===== config.mk =====
export PLATFORM = sky130hd
export DESIGN_NAME = waiter_stack_with_removal_flat
export DESIGN_NICKNAME = d
export VERILOG_FILES = /design/src/rtl/core/wsr_pkg.sv /design/src/rtl/core/wsr_req_if.sv /design/src/rtl/core/wsr_rsp_if.sv /design/src/rtl/core/waiter_stack_with_removal.sv /design/src/rtl/core/wsr_link_mem.sv /design/src/flat_wrapper.sv
export SDC_FILE = /design/constraint.sdc
export NUM_CORES = 1
export LEC_CHECK = 0
export BUFFER_PORTS_ARGS = -buffer_cell sky130_fd_sc_hd__buf_4
export CAP_MARGIN = 20
export CORE_MARGIN = 8
export CORE_UTILIZATION = 55
export DETAILED_ROUTE_END_ITERATION = 7
export GPL_TIMING_DRIVEN = 0
export PLACE_DENSITY = 0.79
export SLEW_MARGIN = 10
export SYNTH_ARGS = -nofsm -noshare
export SYNTH_HDL_FRONTEND = slang
export SYNTH_SLANG_ARGS = --single-unit

===== constraint.sdc =====
create_clock -name i_clk -period 3.2 [get_ports i_clk]
set_input_delay 0.16 -clock i_clk [delete_from_list [all_inputs] [get_ports i_clk]]
set_output_delay 0.16 -clock i_clk [all_outputs]
set_load 0.1 [all_outputs]

===== src/rtl/core/wsr_pkg.sv =====
// ----------------------------------------------------------------------------
// wsr_pkg
// Shared types and constants of the waiter stack with removal.
// ----------------------------------------------------------------------------
package wsr_pkg;

    localparam int NUM_WAITERS = 16;
    localparam int ID_W        = (NUM_WAITERS > 2) ? $clog2(NUM_WAITERS) : 1;
    localparam int LINK_W      = $clog2(NUM_WAITERS + 1);
    localparam int STEP_W      = $clog2(NUM_WAITERS + 1);
    localparam int REQ_W       = 2;
    localparam int WID_W       = 4;

    localparam logic [LINK_W-1:0] NULL_LINK = LINK_W'(NUM_WAITERS);

    typedef logic [ID_W-1:0]   t_id;
    typedef logic [LINK_W-1:0] t_link;

    typedef enum logic [REQ_W-1:0] {
        REQ_PUSH   = 2'd0,
        REQ_POP    = 2'd1,
        REQ_REMOVE = 2'd2
    } t_req_type;

    typedef struct packed {
        logic  we;
        t_id   waddr;
        t_link wdata;
        t_id   raddr;
    } t_mem_ctl;

endpackage


===== src/rtl/core/wsr_req_if.sv =====
// ----------------------------------------------------------------------------
// wsr_req_if
// Request channel: operation code and waiter id.
// ----------------------------------------------------------------------------
interface wsr_req_if;
    logic                      valid;
    logic                      ready;
    logic [wsr_pkg::REQ_W-1:0] req_type;
    logic [wsr_pkg::WID_W-1:0] waiter_id;

    modport source (output valid, output req_type, output waiter_id, input ready);
    modport sink   (input valid, input req_type, input waiter_id, output ready);
endinterface


===== src/rtl/core/wsr_rsp_if.sv =====
// ----------------------------------------------------------------------------
// wsr_rsp_if
// Response channel: one result word per request.
// ----------------------------------------------------------------------------
interface wsr_rsp_if;
    logic                      valid;
    logic                      ready;
    logic                      got_waiter;
    logic [wsr_pkg::WID_W-1:0] waiter_out;
    logic                      was_linked;
    logic                      push_rejected;

    modport source (output valid, output got_waiter, output waiter_out,
                    output was_linked, output push_rejected, input ready);
    modport sink   (input valid, input got_waiter, input waiter_out,
                    input was_linked, input push_rejected, output ready);
endinterface


===== src/rtl/core/waiter_stack_with_removal.sv =====
// ----------------------------------------------------------------------------
// waiter_stack_with_removal
// LIFO list of waiters with push, pop and remove by id.
// ----------------------------------------------------------------------------
// Requests arrive on i_req as a word of req_type and waiter_id; each request
// returns exactly one word on o_rsp. Push, a pop of an empty list, a remove
// of an unlinked waiter and an unknown code finish in the accepting cycle,
// so their result is visible in the next cycle. A pop that finds a waiter
// goes through S_POP_RD and S_DONE, bound by the registered read of the
// next-link memory. A remove walks the list one link per read, through
// S_WALK and S_WALK_RD for each link, then S_CLEAR and S_DONE; the walk
// stops after NUM_WAITERS links. One request is in work at a time.
// Reset empties the list and clears all linked flags; the link memory needs
// no clearing. The result sits in an output register: a new request is taken
// while it waits as long as that word leaves in the same cycle, and a stalled
// receiver holds the block once the result register is full.
// ----------------------------------------------------------------------------
module waiter_stack_with_removal (
    input  logic       i_clk,
    input  logic       i_rst_n,
    wsr_req_if.sink    i_req,
    wsr_rsp_if.source  o_rsp
);
    import wsr_pkg::*;

    typedef enum logic [5:0] {
        S_IDLE    = 6'b000001,
        S_POP_RD  = 6'b000010,
        S_WALK    = 6'b000100,
        S_WALK_RD = 6'b001000,
        S_CLEAR   = 6'b010000,
        S_DONE    = 6'b100000
    } t_state;

    t_state                r_state, n_state;
    t_link                 r_head, n_head;
    logic [NUM_WAITERS-1:0] r_flag, n_flag;
    t_id                   r_id, n_id;
    t_link                 r_cur, n_cur;
    t_link                 r_prev, n_prev;
    logic [STEP_W-1:0]     r_steps, n_steps;
    logic                  r_p_got, n_p_got;
    logic                  r_p_wl, n_p_wl;
    logic                  r_ov, n_ov;
    logic                  r_got, n_got;
    logic [WID_W-1:0]      r_wout, n_wout;
    logic                  r_wl, n_wl;
    logic                  r_pr, n_pr;

    t_mem_ctl              mem_ctl;
    t_link                 mem_rdata;
    logic                  slot_free;
    logic                  in_ready;
    logic                  accept;
    t_link                 req_lk;
    logic                  id_ok;
    t_id                   req_ix;

    wsr_link_mem u_link_mem (
        .i_clk   (i_clk),
        .i_ctl   (mem_ctl),
        .o_rdata (mem_rdata)
    );

    assign slot_free = !r_ov || o_rsp.ready;
    assign in_ready  = (r_state == S_IDLE) && slot_free;
    assign accept    = i_req.valid && in_ready;
    assign req_lk    = LINK_W'(i_req.waiter_id);
    assign id_ok     = req_lk < NULL_LINK;
    assign req_ix    = req_lk[ID_W-1:0];

    always_comb begin
        n_state = r_state;
        n_head  = r_head;
        n_flag  = r_flag;
        n_id    = r_id;
        n_cur   = r_cur;
        n_prev  = r_prev;
        n_steps = r_steps;
        n_p_got = r_p_got;
        n_p_wl  = r_p_wl;
        n_ov    = r_ov;
        n_got   = r_got;
        n_wout  = r_wout;
        n_wl    = r_wl;
        n_pr    = r_pr;
        mem_ctl = '0;

        if (r_ov && o_rsp.ready) begin
            n_ov = 1'b0;
        end

        case (r_state)
            S_IDLE: begin
                if (accept) begin
                    n_ov   = 1'b1;
                    n_got  = 1'b0;
                    n_wout = '0;
                    n_wl   = 1'b0;
                    n_pr   = 1'b0;
                    case (i_req.req_type)
                        REQ_PUSH: begin
                            if (!id_ok || r_flag[req_ix]) begin
                                n_pr = 1'b1;
                            end else begin
                                mem_ctl.we     = 1'b1;
                                mem_ctl.waddr  = req_ix;
                                mem_ctl.wdata  = r_head;
                                n_flag[req_ix] = 1'b1;
                                n_head         = req_lk;
                            end
                        end
                        REQ_POP: begin
                            if (r_head >= NULL_LINK) begin
                                n_head = NULL_LINK;
                            end else begin
                                mem_ctl.raddr = r_head[ID_W-1:0];
                                n_cur         = r_head;
                                n_ov          = r_ov && !o_rsp.ready;
                                n_state       = S_POP_RD;
                            end
                        end
                        REQ_REMOVE: begin
                            if (id_ok && r_flag[req_ix]) begin
                                n_id    = req_ix;
                                n_cur   = r_head;
                                n_prev  = NULL_LINK;
                                n_steps = '0;
                                n_ov    = r_ov && !o_rsp.ready;
                                n_state = S_WALK;
                            end
                        end
                        default: begin
                        end
                    endcase
                end
            end
            S_POP_RD: begin
                n_head                    = mem_rdata;
                mem_ctl.we                = 1'b1;
                mem_ctl.waddr             = r_cur[ID_W-1:0];
                mem_ctl.wdata             = NULL_LINK;
                n_flag[r_cur[ID_W-1:0]]   = 1'b0;
                n_p_got                   = 1'b1;
                n_p_wl                    = 1'b0;
                n_state                   = S_DONE;
            end
            S_WALK: begin
                if (r_cur >= NULL_LINK || r_steps == STEP_W'(NUM_WAITERS)) begin
                    n_state = S_CLEAR;
                end else begin
                    mem_ctl.raddr = r_cur[ID_W-1:0];
                    n_state       = S_WALK_RD;
                end
            end
            S_WALK_RD: begin
                if (r_cur == LINK_W'(r_id)) begin
                    if (r_prev >= NULL_LINK) begin
                        n_head = mem_rdata;
                    end else begin
                        mem_ctl.we    = 1'b1;
                        mem_ctl.waddr = r_prev[ID_W-1:0];
                        mem_ctl.wdata = mem_rdata;
                    end
                    n_state = S_CLEAR;
                end else begin
                    n_prev  = r_cur;
                    n_cur   = mem_rdata;
                    n_steps = r_steps + 1'b1;
                    n_state = S_WALK;
                end
            end
            S_CLEAR: begin
                mem_ctl.we    = 1'b1;
                mem_ctl.waddr = r_id;
                mem_ctl.wdata = NULL_LINK;
                n_flag[r_id]  = 1'b0;
                n_p_got       = 1'b0;
                n_p_wl        = 1'b1;
                n_state       = S_DONE;
            end
            S_DONE: begin
                if (slot_free) begin
                    n_ov    = 1'b1;
                    n_got   = r_p_got;
                    n_wout  = r_p_got ? WID_W'(r_cur) : '0;
                    n_wl    = r_p_wl;
                    n_pr    = 1'b0;
                    n_state = S_IDLE;
                end
            end
            default: begin
                n_state = S_IDLE;
            end
        endcase
    end

    always_ff @(posedge i_clk) begin
        if (!i_rst_n) begin
            r_state <= S_IDLE;
            r_head  <= NULL_LINK;
            r_flag  <= '0;
            r_ov    <= 1'b0;
        end else begin
            r_state <= n_state;
            r_head  <= n_head;
            r_flag  <= n_flag;
            r_ov    <= n_ov;
        end
    end

    always_ff @(posedge i_clk) begin
        r_id    <= n_id;
        r_cur   <= n_cur;
        r_prev  <= n_prev;
        r_steps <= n_steps;
        r_p_got <= n_p_got;
        r_p_wl  <= n_p_wl;
        r_got   <= n_got;
        r_wout  <= n_wout;
        r_wl    <= n_wl;
        r_pr    <= n_pr;
    end

    assign i_req.ready         = in_ready;
    assign o_rsp.valid         = r_ov;
    assign o_rsp.got_waiter    = r_got;
    assign o_rsp.waiter_out    = r_wout;
    assign o_rsp.was_linked    = r_wl;
    assign o_rsp.push_rejected = r_pr;

endmodule


===== src/rtl/core/wsr_link_mem.sv =====
// ----------------------------------------------------------------------------
// wsr_link_mem
// Next-link memory: one write port, one read port, registered read data.
// ----------------------------------------------------------------------------
module wsr_link_mem (
    input  logic               i_clk,
    input  wsr_pkg::t_mem_ctl  i_ctl,
    output wsr_pkg::t_link     o_rdata
);
    import wsr_pkg::*;

    t_link r_mem [NUM_WAITERS];
    t_link r_rdata;

    always_ff @(posedge i_clk) begin
        if (i_ctl.we) begin
            r_mem[i_ctl.waddr] <= i_ctl.wdata;
        end
        r_rdata <= r_mem[i_ctl.raddr];
    end

    assign o_rdata = r_rdata;

endmodule

===== src/flat_wrapper.sv =====
// flat-port wrapper written by rule: the top's interface ports become plain ports
module waiter_stack_with_removal_flat import wsr_pkg::*;
  (i_clk, i_rst_n, i_req_valid, i_req_req_type, i_req_waiter_id, i_req_ready, o_rsp_valid, o_rsp_got_waiter, o_rsp_waiter_out, o_rsp_was_linked, o_rsp_push_rejected, o_rsp_ready);
  wsr_req_if i_req_i ();
  wsr_rsp_if o_rsp_i ();
  input  logic i_clk;
  input  logic i_rst_n;
  input wire logic [$bits(i_req_i.valid)-1:0] i_req_valid;
  input wire logic [$bits(i_req_i.req_type)-1:0] i_req_req_type;
  input wire logic [$bits(i_req_i.waiter_id)-1:0] i_req_waiter_id;
  output wire logic [$bits(i_req_i.ready)-1:0] i_req_ready;
  output wire logic [$bits(o_rsp_i.valid)-1:0] o_rsp_valid;
  output wire logic [$bits(o_rsp_i.got_waiter)-1:0] o_rsp_got_waiter;
  output wire logic [$bits(o_rsp_i.waiter_out)-1:0] o_rsp_waiter_out;
  output wire logic [$bits(o_rsp_i.was_linked)-1:0] o_rsp_was_linked;
  output wire logic [$bits(o_rsp_i.push_rejected)-1:0] o_rsp_push_rejected;
  input wire logic [$bits(o_rsp_i.ready)-1:0] o_rsp_ready;
  assign i_req_i.valid = i_req_valid;
  assign i_req_i.req_type = i_req_req_type;
  assign i_req_i.waiter_id = i_req_waiter_id;
  assign i_req_ready = i_req_i.ready;
  assign o_rsp_valid = o_rsp_i.valid;
  assign o_rsp_got_waiter = o_rsp_i.got_waiter;
  assign o_rsp_waiter_out = o_rsp_i.waiter_out;
  assign o_rsp_was_linked = o_rsp_i.was_linked;
  assign o_rsp_push_rejected = o_rsp_i.push_rejected;
  assign o_rsp_i.ready = o_rsp_ready;
  waiter_stack_with_removal u_core (.i_clk(i_clk), .i_rst_n(i_rst_n), .i_req(i_req_i), .o_rsp(o_rsp_i));
endmodule

Word-level counts from Yosys, hierarchy flattened
Memory sizes are Yosys's and may differ from the RTL's. A register that Yosys moved wholly into a read port is not among the register bits.
Index checks and enable logic that the tools add are counted.
{"block": "word_totals", "reg_bits": 56, "ramBits": 80, "input_bits": 10, "out_inout_bits": 9, "n_memories": 1}
{"block": "op_classes", "addsub": 1, "order_cmp": 10, "n_eq_ne": 25, "muxes": 78, "bitwise_logic": 5, "n_reduce_logical": 28}
{"memory": "u_core.u_link_mem.r_mem", "depth": 16, "width": 5, "rd": 1, "rd_ports_with_merged_regs": 1, "wr": 1, "line_no": "wsr_link_mem.sv:12", "rtl": "t_link r_mem [NUM_WAITERS];"}
{"cell": "2-to-1 mux 5 bit", "count": 19}
{"cell": "case mux 5 bit (2 select lines)", "count": 5}
{"cell": "2-to-1 mux 16 bit", "count": 3}
{"cell": "case mux 16 bit (3 select lines)", "count": 1}
{"cell": "2-to-1 mux 10 bit", "count": 4}
{"cell": "case mux 10 bit (4 select lines)", "count": 1}
{"cell": "AND 16 bit", "count": 2}
{"cell": "NOT 16 bit", "count": 2}
{"cell": "case mux 6 bit (5 select lines)", "count": 1}
{"cell": "2-to-1 mux 4 bit", "count": 6}
{"cell": "2-to-1 mux 6 bit", "count": 4}
{"cell": "< comparator 4 x 5 -> 1 bit (second input constant)", "count": 4}
{"cell": "2-to-1 mux 1 bit", "count": 18}
{"cell": "inequality test 3 bit (second input constant)", "count": 6}
{"cell": "bitwise OR 16 bit", "count": 1}
{"cell": "case mux 4 bit (2 select lines)", "count": 2}
{"cell": "greater-or-equal comparator 5 bit (second input constant)", "count": 3}
{"cell": "case mux 5 bit (3 select lines)", "count": 1}
{"cell": "2-to-1 mux 14 bit", "count": 1}
{"cell": "case mux 1 bit (2 select lines)", "count": 7}
{"cell": "demux 1 bit (select 4 bit)", "count": 3}
{"cell": "greater-or-equal comparator 4 x 1 -> 1 bit (second input constant)", "count": 3}
{"cell": "case mux 6 bit (2 select lines)", "count": 1}
{"cell": "inequality test 2 bit (second input constant)", "count": 5}
{"cell": "other kinds (25)", "count": 44}

Longest topological paths before layout
{"block": "logic_depth", "ltp_word": 9, "depth_mapped": 10, "ltp_nobuf": 9}

Hierarchy
A second synthesis with hierarchy kept.
{"block": "hier_totals", "cells_unflattened": 520, "area_unflattened_um2": 6581.3}
{"module": "waiter_stack_with_removal", "n_inst": 1, "cells_per_inst": 365, "area_per_inst_um2": 3368.2, "seq_area_each_um2": 1401.3}
{"module": "wsr_link_mem", "n_inst": 1, "cells_per_inst": 155, "area_per_inst_um2": 3213.1, "seq_area_each_um2": 2502.4}

Least setup slack after synthesis
OpenSTA, ideal clock, no wires.
{"block": "synth_path", "kind": "reg-to-reg", "start": "reg u_core.r_state[2]", "end": "reg u_core.r_state[1]", "arrival_time_ns": 4.146, "setup_slack_ns": -1.023, "stages_incl_launch_ff": 9, "n_path_buf": 1, "synth_period_minus_slack_ns": 4.223, "cell_sequence": "dfxtp_1 or4_1 clkbuf_1 nor3_1 nand2_1 a211oi_1 o21ai_0 a21o_1 nor3_1"}
{"block": "synth_between", "elab_chain_cells": 5}
{"item": "start, declared", "line_no": "waiter_stack_with_removal.sv:35", "rtl": "t_state r_state, n_state;"}
{"item": "start signal, assigned", "line_no": "waiter_stack_with_removal.sv:205", "rtl": "r_state <= n_state;"}
{"item": "equality test 6 x 1 -> 1 bit", "line_no": "waiter_stack_with_removal.sv:66", "rtl": "assign in_ready = (r_state == S_IDLE) && slot_free;"}
{"item": "logical AND 1 bit", "line_no": "waiter_stack_with_removal.sv:66"}
{"item": "net i_req_ready", "line_no": "flat_wrapper.sv:11", "rtl": "output wire logic [$bits(i_req_i.ready)-1:0] i_req_ready;"}
{"item": "logical AND 1 bit", "line_no": "waiter_stack_with_removal.sv:67", "rtl": "assign accept = i_req.valid && in_ready;"}
{"item": "inequality test 2 x 1 -> 1 bit (no source line)"}
{"item": "AND reduction 5 bit (no source line)"}
The timed path passes the listed nets, and every way through them passes these cells.
A chain may end at the register's enable or synchronous reset.

Final worst setup path
{"block": "layout_path", "start": "reg u_core.r_state[0]", "end": "mem u_core.u_link_mem.r_mem[6][2] (netlist bit), enable pin"}
{"block": "layout_between", "elab_chain_cells": 7}
{"item": "equality test 6 x 1 -> 1 bit", "line_no": "waiter_stack_with_removal.sv:66, waiter_stack_with_removal.sv:93"}
{"item": "logical AND 1 bit", "line_no": "waiter_stack_with_removal.sv:66"}
{"item": "logical AND 1 bit", "line_no": "waiter_stack_with_removal.sv:67"}
{"item": "2-to-1 mux 14 bit", "line_no": "waiter_stack_with_removal.sv:95", "rtl": "if (accept) begin"}
{"item": "case mux 10 bit (4 select lines) (*)", "line_no": "waiter_stack_with_removal.sv:93", "rtl": "case (r_state)"}
{"item": "2-to-1 mux 1 bit", "line_no": "wsr_link_mem.sv:16", "rtl": "if (i_ctl.we) begin"}
{"item": "2-to-1 mux 1 bit (not written as such)", "line_no": "wsr_link_mem.sv:17", "rtl": "r_mem[i_ctl.waddr] <= i_ctl.wdata;"}
{"item": "end, declared", "line_no": "wsr_link_mem.sv:12"}
Every way passes the cells marked *; elsewhere a longest branch is shown, timed or not.

==> results.cfg <==
[placement]
hpwl_mm = 10.1
port_buffers = 17
finalWeightedCongestion = 0.917
dp.cells = 681

[sta]
setup_viol = 0
fin_crit_sh = 0.970
fmax_mhz = 322
period_needed_ps = 3100
drv_slew = 0
fin_tns_setup_ps = 0
skew_ps = 7.39
slew_headroom = 0.479
finalHoldViolCount = 0
rsz0062_at_grt = yes
worst_pin_slew_ps = 780

[floorplanning]
row_count = 39
start_util = 0.565
die_x_um = 124
core_mm2 = 0.0114
dieArea_mm2 = 0.0155
die_h_um = 124
ios = 19

[pwr]
seqPwrFrac = 0.422
powerDensity_mw_per_mm2 = 699
p_total_mw = 5.32
p_leak_nw = 2.92
switching_power_mw = 1.64
vdd_drop_max_uv = 540
swShare = 0.309
p_int_mw = 3.68
power_frac_clock = 0.370
power_frac_comb = 0.208

[global_route]
grt_pass1_vias = 4478
antenna_found_initial = 0
grt_pass1_wl_mm = 23.5
grt-ovfl-total = 0
grt_use_total = 0.189
grt_max_degree = 17

[worst_setup_path]
worst_path_max_delay_cell = or4_4
crit_type = register to register
worstPathArrival_ps = 3210
crit_required_ps = 3300
cp_cell_sequence = or4_4, or3b_1, clkbuf_2, nor4_4, buf_4, a221oi_1, nand2b_1, nor2_4
crit_path_end_kind = register
cp-start-kind = register
path_max_fanout = 6
max_stage_delay_ps = 580
setup.worst_path.start = u_core.r_state[0]
r2r-start = u_core.r_state[0]

[clock_network]
htreeDepth = 4
cts_buffer_depth = 2
cts_made_buffers = 17
clock_latency_ps = 410
cts_tree = yes
cts-root-buf = clkbuf_16
clk_pin_slew_worst_paths_ps = 60
cts_sinks = 141

[drt]
first_pass_iters = 7
num_vias = 4536
drt-vias-per-instance = 6.28
post-route-drc-count = 0
drt_iter0_markers = 539
drt.antenna.violating_nets = 0
routedWlPerCell_um = 20.3
drt-total-wl_mm = 14.7

[yosys]
yosysSeqAreaShare = 0.605
synth-main-ff-cell = edfxtp_1
synthArstFlopShare = 0
synthesis.area_mm2 = 0.00645
syn-num-nets = 536
synth.distinct_cells = 57
yosysWarnings = 0
synthCells = 521
ys_ff_latch = 141
syn_avg_cell_area_um2 = 12.4
synth-edff-count = 108

[status]
status = completed

[final_layout]
stdcell_count = 722
area.growth.synth_to_final_pct = 17.9
final_util = 0.667
antenna_cells = 0
nNetsFinal = 582
drive_gt1_frac = 0.193

[job]
maxCapViolations = 0

[worst_hold_path]
hold_class = input pin to register
hp-start = i_rst_n
[stage by stage]
stage / hold WS, ps / worst slack, ps / area [um^2]
2_1_floorplan: 259 / 202 / 6470
3_3_place_gp: 349 / -183 / 6770
3_5_place_dp: 350 / -257 / 6770
4_1_cts: 187 / -18.9 / 7460
5_1_grt: 195 / -23.7 / 7610
6_report: 197 / 97.1 / 7610
[what timing repair did]
| action | in CTS | in global routing |
|---|---|---|
| endpoints found under the setup margin | 80 | 81 |
| hold endpoints to repair | 4 | 0 |
| hold buffers | 4 | 0 |
| buffers inserted | 4 | 0 |
| gates cloned | 0 | 1 |
| pin swaps | 2 | 1 |
| resized for setup | 9 | 39 |
[cell families (layout without fill, tap and decap cells)]
logic type | count (synthesis) | count (layout) | synth area share
and+or+nand+nor | 165 | 165 | 0.138
DFF | 141 | 141 | 0.605
muxes | 55 | 55 | 0.0950
xor gates and xnor gates | 7 | 7 | 0.00950
adders and majority gates | 5 | 5 | 0.00969
buffers and inverters | 35 | 93 | 0.0223
AOI/OAI and AO/OA | 113 | 113 | 0.121
[synth_stat cells, types with 4 or more instances]
cell / number / area (um^2)
nor2_1: 44 / 165
a22o_1: 7 / 61.3
o21ai_0: 29 / 145
dfxtp_1: 33 / 661
xnor2_1: 5 / 43.8
a22oi_1: 14 / 105
a31oi_1: 7 / 43.8
and2_1: 6 / 37.5
o211ai_1: 12 / 90.1
ha_1: 5 / 62.6
nor2b_1: 6 / 37.5
o221ai_1: 5 / 43.8
inv_1: 8 / 30.0
nor3_1: 6 / 30.0
edfxtp_1: 108 / 3240
mux4_2: 4 / 90.1
nand2b_1: 12 / 75.1
a221oi_1: 4 / 35.0
buf_2: 6 / 30.0
nor3b_1: 13 / 97.6
mux2_2: 10 / 113
o211a_1: 4 / 40.0
nand3_1: 6 / 30.0
clkbuf_1: 19 / 71.3
a21oi_1: 11 / 55.1
nand2_1: 44 / 165
and3_1: 6 / 37.5
mux2i_1: 41 / 410
a32oi_1: 7 / 61.3
[critical path, delay by kind of cell (launching register included)]
family | cells | cell delay (ps)
AOI/OAI and AO/OA | 1 | 180
buffers and inverters | 2 | 340
DFF | 1 | 350
and+or+nand+nor | 5 | 1910
[power by group through the flow]
stage | Clock [mW] | Combinational, mW | Sequential [mW]
after floorplan | 0 | 0.572 | 2.48
after global placement | 0 | 1.01 | 2.27
after detailed placement | 0 | 1.04 | 2.28
after CTS | 1.98 | 1.06 | 2.24
after global routing | 2.07 | 1.18 | 2.26
final | 1.97 | 1.11 | 2.25
[metal layers]
metal | global-route usage | up-vias | share of wire
met4 | 0.0687 | 0 | 0.015
met5 | 0 | - | 0
met1 | 0.237 | 2206 | 0.41
met3 | 0.0536 | 26 | 0.085
li1 | - | 2079 | -
met2 | 0.304 | 225 | 0.49
[layout by cell type (no fill, tap or decap), types with 6 or more instances in the layout]
cell       synthesis  final
clkbuf_16          0     17
nor3b_1           13     12
nand2_1           44     44
clkbuf_1          19     18
o211ai_1          12     12
and2_1             6      6
a21oi_1           11     11
a22o_1             7      7
a22oi_1           14     14
dfxtp_1           33     32
o21ai_0           29     26
nor2_1            44     28
nand3_1            6      6
mux2i_1           41     41
buf_4              1     24
nand2b_1          12     10
edfxtp_1         108    108
a31oi_1            7      7
mux2_2            10     10
nor2_4             0     13
nor2b_1            6      6
inv_1              8      8
a32oi_1            7      6
[layout make-up]
type                    instances  area, um^2
multi-input cells             345        2560
flip-flops and latches        141        3910
fillers                       805        3800
clock buffers                  17         425
well taps                     143         179
plain buffers                  27         125
repair buffers                 27         216
clock inverters                14         170
inverters                       8        30.0
[registers in the layout, indices dropped and copies added (netlist names)]
signal,count
u_core.o_rsp.was_linked,1
u_core.r_prev,5
u_core.r_p_wl,1
u_core.r_steps,5
u_core.r_head,5
u_core.r_p_got,1
u_core.u_link_mem.r_mem,80
u_core.o_rsp.push_rejected,1
u_core.o_rsp.got_waiter,1
u_core.o_rsp.waiter_out,4
u_core.r_flag,16
u_core.r_cur,5
u_core.r_id,4
u_core.o_rsp.valid,1
u_core.u_link_mem.o_rdata,5
u_core.r_state,6
[path summary, 6_finish.rpt]
check                                                     end  slack, ps  cells past startpoint
worst min-delay path                         u_core.r_flag[9]        200                      2
worst max register to register  u_core.u_link_mem.r_mem[6][2]        100                      8
worst min register to register               u_core.r_flag[9]        500                      2
worst max-delay path            u_core.u_link_mem.r_mem[6][2]        100                      8
Power figures use the tool's default switching activity.
